**src/vwh_pkg.sv**
```systemverilog
// Package for the vertex weld hash table: table sizes, kind and result codes,
// item, result, slot word and controller/datapath handshake types.
// No dependencies; used by every other file of the block.
`default_nettype none

package vwh_pkg;

  // Hash table depth; must be a power of two (home slot is the low key bits)
  localparam int unsigned TABLE_DEPTH = 4096;
  localparam int unsigned DEPTH_W     = $clog2(TABLE_DEPTH);
  localparam int unsigned INDEX_LIMIT = 4096;
  localparam int unsigned INDEX_W     = $clog2(INDEX_LIMIT);
  localparam int unsigned COUNT_W     = INDEX_W + 1;
  localparam int unsigned CAPACITY    =
      (TABLE_DEPTH < INDEX_LIMIT) ? TABLE_DEPTH : INDEX_LIMIT;
  localparam int unsigned KEY_W       = 32;

  typedef enum logic [1:0] {
    KIND_FIND  = 2'd0,
    KIND_CLEAR = 2'd1,
    KIND_READ  = 2'd2
  } kind_e;

  typedef enum logic [2:0] {
    RES_ZERO  = 3'd0,
    RES_FOUND = 3'd1,
    RES_NEW   = 3'd2,
    RES_FULL  = 3'd3,
    RES_READ  = 3'd4
  } res_sel_e;

  typedef struct packed {
    logic [1:0]         kind;
    logic [15:0]        vertex_index;
    logic [7:0]         tex_u;
    logic [7:0]         tex_v;
    logic [INDEX_W-1:0] entry_number;
  } item_t;

  typedef struct packed {
    logic [INDEX_W-1:0] new_index;
    logic               is_new;
    logic               table_full;
    logic [15:0]        stored_vertex;
    logic [7:0]         stored_u;
    logic [7:0]         stored_v;
    logic [COUNT_W-1:0] entry_count;
  } result_t;

  typedef struct packed {
    logic               valid;
    logic [KEY_W-1:0]   key;
    logic [INDEX_W-1:0] value;
  } slot_word_t;

  // Controller to datapath
  typedef struct packed {
    logic     accept;
    logic     advance;
    logic     sweep;
    logic     count_clear;
    logic     publish;
    res_sel_e res_sel;
  } cmd_t;

  // Datapath to controller
  typedef struct packed {
    logic hit;
    logic empty;
    logic last_probe;
    logic room;
    logic sweep_last;
    logic out_free;
  } status_t;

endpackage

`default_nettype wire

```
**src/vwh_ctrl.sv**
```systemverilog
// Sequencer of the weld table: init sweep, probing, read back, clear.
// Depends on vwh_pkg; drives the datapath vwh_dp through cmd_t/status_t.
`default_nettype none

module vwh_ctrl (
  input  wire logic             clk_i,
  input  wire logic             rst_ni,
  input  wire logic             in_valid_i,
  input  wire logic [1:0]       in_kind_i,
  output logic                  in_ready_o,
  input  wire vwh_pkg::status_t status_i,
  output vwh_pkg::cmd_t         cmd_o
);

  typedef enum logic [5:0] {
    ST_INIT   = 6'b000001,
    ST_IDLE   = 6'b000010,
    ST_PROBE  = 6'b000100,
    ST_READ   = 6'b001000,
    ST_CLEAR  = 6'b010000,
    ST_FINISH = 6'b100000
  } state_e;

  state_e state_q, state_d;

  // Next state and commands
  always_comb begin
    state_d       = state_q;
    cmd_o         = '0;
    cmd_o.res_sel = vwh_pkg::RES_ZERO;
    in_ready_o    = 1'b0;
    unique case (state_q)
      ST_INIT: begin
        cmd_o.sweep = 1'b1;
        if (status_i.sweep_last) state_d = ST_IDLE;
      end
      ST_IDLE: begin
        in_ready_o = 1'b1;
        if (in_valid_i) begin
          cmd_o.accept = 1'b1;
          unique case (in_kind_i)
            vwh_pkg::KIND_FIND:  state_d = ST_PROBE;
            vwh_pkg::KIND_CLEAR: state_d = ST_CLEAR;
            vwh_pkg::KIND_READ:  state_d = ST_READ;
            default:             state_d = ST_FINISH;
          endcase
        end
      end
      ST_PROBE: begin
        // Terminal outcomes wait for the output register; misses step on
        priority if (status_i.empty) begin
          if (status_i.out_free) begin
            cmd_o.publish = 1'b1;
            cmd_o.res_sel = status_i.room ? vwh_pkg::RES_NEW : vwh_pkg::RES_FULL;
            state_d       = ST_IDLE;
          end
        end else if (status_i.hit) begin
          if (status_i.out_free) begin
            cmd_o.publish = 1'b1;
            cmd_o.res_sel = vwh_pkg::RES_FOUND;
            state_d       = ST_IDLE;
          end
        end else if (status_i.last_probe) begin
          if (status_i.out_free) begin
            cmd_o.publish = 1'b1;
            cmd_o.res_sel = vwh_pkg::RES_FULL;
            state_d       = ST_IDLE;
          end
        end else begin
          cmd_o.advance = 1'b1;
        end
      end
      ST_READ: begin
        if (status_i.out_free) begin
          cmd_o.publish = 1'b1;
          cmd_o.res_sel = vwh_pkg::RES_READ;
          state_d       = ST_IDLE;
        end
      end
      ST_CLEAR: begin
        cmd_o.sweep = 1'b1;
        if (status_i.sweep_last) begin
          cmd_o.count_clear = 1'b1;
          state_d           = ST_FINISH;
        end
      end
      ST_FINISH: begin
        if (status_i.out_free) begin
          cmd_o.publish = 1'b1;
          state_d       = ST_IDLE;
        end
      end
      default: state_d = ST_INIT;
    endcase
  end

  // State register; reset starts the valid-bit sweep
  always_ff @(posedge clk_i or negedge rst_ni) begin
    if (!rst_ni) begin
      state_q <= ST_INIT;
    end else begin
      state_q <= state_d;
    end
  end
endmodule

`default_nettype wire

```
**config.mk**
```make
export PLATFORM = sky130hd
export DESIGN_NAME = vwh_ctrl
export DESIGN_NICKNAME = d
export VERILOG_FILES = /design/src/vwh_pkg.sv /design/src/vwh_ctrl.sv
export SDC_FILE = /design/constraint.sdc
export NUM_CORES = 1
export LEC_CHECK = 0
export ABC_AREA = 1
export BUFFER_PORTS_ARGS = -buffer_cell sky130_fd_sc_hd__buf_4
export CORE_MARGIN = 2
export CORE_UTILIZATION = 30
export CTS_CLUSTER_DIAMETER = 200
export DETAILED_ROUTE_END_ITERATION = 8
export GPL_ROUTABILITY_DRIVEN = 0
export PLACE_DENSITY = 0.58
export SKIP_LAST_GASP = 1
export SLEW_MARGIN = 5
export SYNTH_ARGS = -nofsm -noshare
export SYNTH_HDL_FRONTEND = slang
export SYNTH_SLANG_ARGS = --single-unit
```
**constraint.sdc**
```tcl
create_clock -name clk_i -period 1.62 [get_ports clk_i]
set_input_delay 0.324 -clock clk_i [delete_from_list [all_inputs] [get_ports clk_i]]
set_output_delay 0.324 -clock clk_i [all_outputs]
set_load 0.1 [all_outputs]
```
-- Word level (Yosys, flattened, before mapping)
Index checks and enable logic that the tools add are counted.
- bits of input ports: 11
- output and inout bits: 9
- register bits after elaboration: 6
- word-level logic and storage cells: 47
- equal/unequal tests: 12
- reduce and logical (&&, ||, !) cells: 4
- muxes and demuxes: 30
- operator list (kind ; count):
    $mux 6 ; 7
    $pmux 6 s5 ; 1
    $mux 4 ; 7
    $pmux 6 s3 ; 1
    $mux 1 ; 12
    $eq 6x1->1 const B ; 1
    $eq 6x2->1 const B ; 1
    $eq 6x3->1 const B ; 1
    $eq 6x4->1 const B ; 1
    $eq 6x5->1 const B ; 1
    $eq 6x6->1 const B ; 1
    $ne 2x2->1 const B ; 3
    $pmux 3 s2 ; 1
    $ne 4x4->1 const B ; 1
    $reduce_and 4->1 ; 1
    $reduce_or 2->1 ; 2
    $pmux 1 s3 ; 1
    $eq 2x1->1 const B ; 1
    $eq 2x2->1 const B ; 1
    $logic_not 2->1 ; 1

-- Longest topological paths before layout
- word-level depth: 5
- depth in mapped cells: 9
- mapped depth without buffers: 9

-- Worst setup path after synthesis
No wires, ideal clock.
- path kind: reg-to-output
- from: register state_q[5]
- to: output port cmd_o[1] (netlist name)
- setup slack: -1599 ps
- data arrival time: 2895 ps
- data required time: 1296 ps
- buffers on the path: 0
- stages on the path, launching flop included: 6
- path through: dfrtp_1 -> nor2_4 -> nand2_4 -> nor2_8 -> inv_2 -> nor3_1
- RTL lines (element ; line ; RTL):
    start, declared ; vwh_ctrl.sv:24 ; state_e state_q, state_d;
    start signal, assigned ; vwh_ctrl.sv:102 ; state_q <= state_d;
    end, declared ; vwh_ctrl.sv:12 ; output vwh_pkg::cmd_t cmd_o

==> run metrics <==
CP max stage delay=just over 0.4 ns; antenna diode count=0; adder-cell share of the synthesized area=0%; row count=15; Pins Over Slew Limit=0; grt ovf=0; final wirelength=around 1.5 mm; Top Registers=state_q: 6 flops; post-synthesis cell type count=20; cell area after synthesis=approximately 560 µm²; IO Pins=20; Synth Warn #=0; largest family of logic cells by synthesized area=simple AND/OR/NAND/NOR gates; TritonCTS clock tree=yes; Max Cap Viol=0; worst-path cell chain=nor2_4 > nand2_4 > nor2_8 > nand3b_1 > a21oi_4 > buf_12; min-delay worst type=primary input to register; area grow syn2layout=96.9%; chip height=around 47 µm; clk root buf=clkbuf_4; Initial Utilization=32.3%; failing checks=negative setup slack; worst slew pin tran=0.282 ns; DIE AREA=between 0.002 and 0.0025 mm²; CP Capture Type=primary output; Top FF cell, synth=dfrtp_1; unrepaired setup endpoints after global routing=true; Post-synth EDFFs=0; total number of vias=between 600 and 700; area taken by multi-input logic gates=454 µm²; Design Area, Final=0.00111 mm²; Biggest register=state_q; Slew headroom=around four fifths; Simple-Gate Fraction of Synth Area=57.6%; crit path max fanout=3; cell area after placement=906 µm²; clock net sink count=6; Seq cells post-synth=6; fmax=545 MHz; Mapped Nets=90; peak supply drop=0.000948 V; Final Hold Viols=0; Reg area=between 150 and 200 µm²; CP Launch Type=register; largest net degree at the start of global routing=7; Max H-tree Level=1; GR Util All Layers=roughly 16%; outcome=finished with violations; HPWL Detailed=1.21 mm; die width=47.4 µm; area share of xor/xnor cells in the synthesized design=0%; Vias/cell=4.44; drt pass-1 iters=4; Tmin final=~1.8 ns; share of cells above drive strength 1=57.1%; Post-synth ARST share=100%; CTS max path bufs=2; worst skew pair latency=0.25 ns; TritonCTS buffer count=3; CP Class=register to primary output; mux share of post-synthesis cell area=0%; PwrDens=1300 mW/mm²; Post-Syn Area per Cell=~7.1 µm²; Final period util=113%; setup_tns=-1.27 ns; # nets final=131; Critical Path AT=1.51 ns; P_leak=approximately 0.54 nW; number of remaining DRC errors=0; antenna violations before repair=0; Compound-Gate Fraction of Synth Area=6.87%; post-synthesis sequential area ratio=26.8%; Critical Path RT=1.30 ns; global-route wire length before repair=2.53 mm; Largest register FFs=6; core area=0.00175 mm²; Setup WS post-layout=-0.215 ns; Clock Pin Slew Worst Setup and Hold Paths=0.05 ns; dpl ws=-0.0471 ns; Slowest-stage cell, CP=dfrtp_1; number of antenna-violating nets in the routed design=0; number of global-route vias before repair=630; number of fillers in the final layout=about 150; DR iter-0 viols=8; cells after synthesis=79; Clock Skew=0.00213 ns; Final Setup Violations=9; per-cell routed wire length=around 10 µm; IO Port Bufs=19
path summary, 6_finish.rpt:
check / to / slack (ns) / depth (start not counted) / from
max: cmd_o[0] / -0.21 / 6 / state_q[1]
min: state_q[2] / 0.35 / 4 / in_kind_i[1]
max reg2reg: state_q[5] / 0.08 / 9 / state_q[0]
min reg2reg: state_q[2] / 0.56 / 2 / state_q[2]
max in group asynchronous: state_q[0] / 1.02 / 2 / rst_ni
min in group asynchronous: state_q[1] / 0.40 / 2 / rst_ni
where the power goes:
| part | total (mW) | switching, mW | internal (mW) |
|---|---|---|---|
| logic | 1.04 | 0.649 | 0.395 |
| registers | 0.247 | 0.0466 | 0.200 |
| clock network | 0.156 | 0.0624 | 0.0939 |
| total | 1.45 | 0.758 | 0.690 |
stage by stage:
| stage | power, mW | hold WS [ns] | utilization (%) | instances |
|---|---|---|---|---|
| floorplan | 0.886 | 0.0284 | - | 79 |
| global placement | 1.11 | 0.132 | 51.9 | 137 |
| detailed placement | 1.11 | 0.135 | 51.9 | 137 |
| CTS | 1.42 | 0.360 | 61.7 | 143 |
| global route | 1.53 | 0.380 | 63.7 | 144 |
| finish | 1.45 | 0.353 | 63.7 | 144 |
cells in the final DEF (no fill, tap or decap), types with 2 or more instances in the layout:
cell        netlist  layout
buf_6             0       2
nor2_1            9       5
nand2_4           4       5
dfrtp_1           5       4
buf_4             0      24
nand2_1          16      13
nand4_1           4       4
nor3_1            3       2
nor2_4            3       8
clkbuf_4          0       3
nand2_2           1       3
clkinvlp_4        0       2
nand3_4           0       2
inv_1            12       9
o21ai_0           2       2
nand3_1           8       7
buf_12            0       8
logic make-up after synthesis:
| family | Yosys count |
|---|---|
| compound gates | 5 |
| buf+inv | 13 |
| flops | 6 |
| simple gates | 55 |
final cells by class:
cell class,instances,share of cell area [%]
Multi-Input combinational cell,60,40.9
Timing Repair Buffer,36,34.9
Sequential cell,6,13.7
Inverter,13,5.29
Tap cell,25,2.82
Clock buffer,4,2.36
critical path, delay by kind of cell, from the launching register on:
kind                   cells  cell delay (ns)
AOI/OAI and AO/OA          1             0.18
buffers and inverters      1             0.19
DFF                        1             0.41
and+or+nand+nor            4             0.47
synth_stat cells, types with 2 or more instances:
library cell,number,share of area [%]
nand2_4,4,8.0
nor3_1,3,2.7
dfrtp_1,5,22
nand3_1,8,7.1
a21oi_1,2,1.8
inv_1,12,8.0
nor2_4,3,6.0
nand3_2,2,3.5
nor2_2,2,2.2
nand4_1,4,4.4
nand2_1,16,11
o21ai_0,2,1.8
nor2_1,9,6.0
layer usage:
layer	track usage, %	vias to the layer above	part of all wire, %
met2	29.2	16	55
met4	8.33	0	1.1
met5	0	-	0
met1	19.3	285	41
li1	-	337	-
met3	1.54	2	2.9
what timing repair did:
item                       4_1_cts  5_1_grt
hold buffers                     1        0
cloned                           0        0
resized for setup               31        7
hold endpoints to repair         5        0
pin swaps                        5        2
buffers inserted                 1        1
setup endpoints to repair        9       12
(Power assumes the default switching activity.)
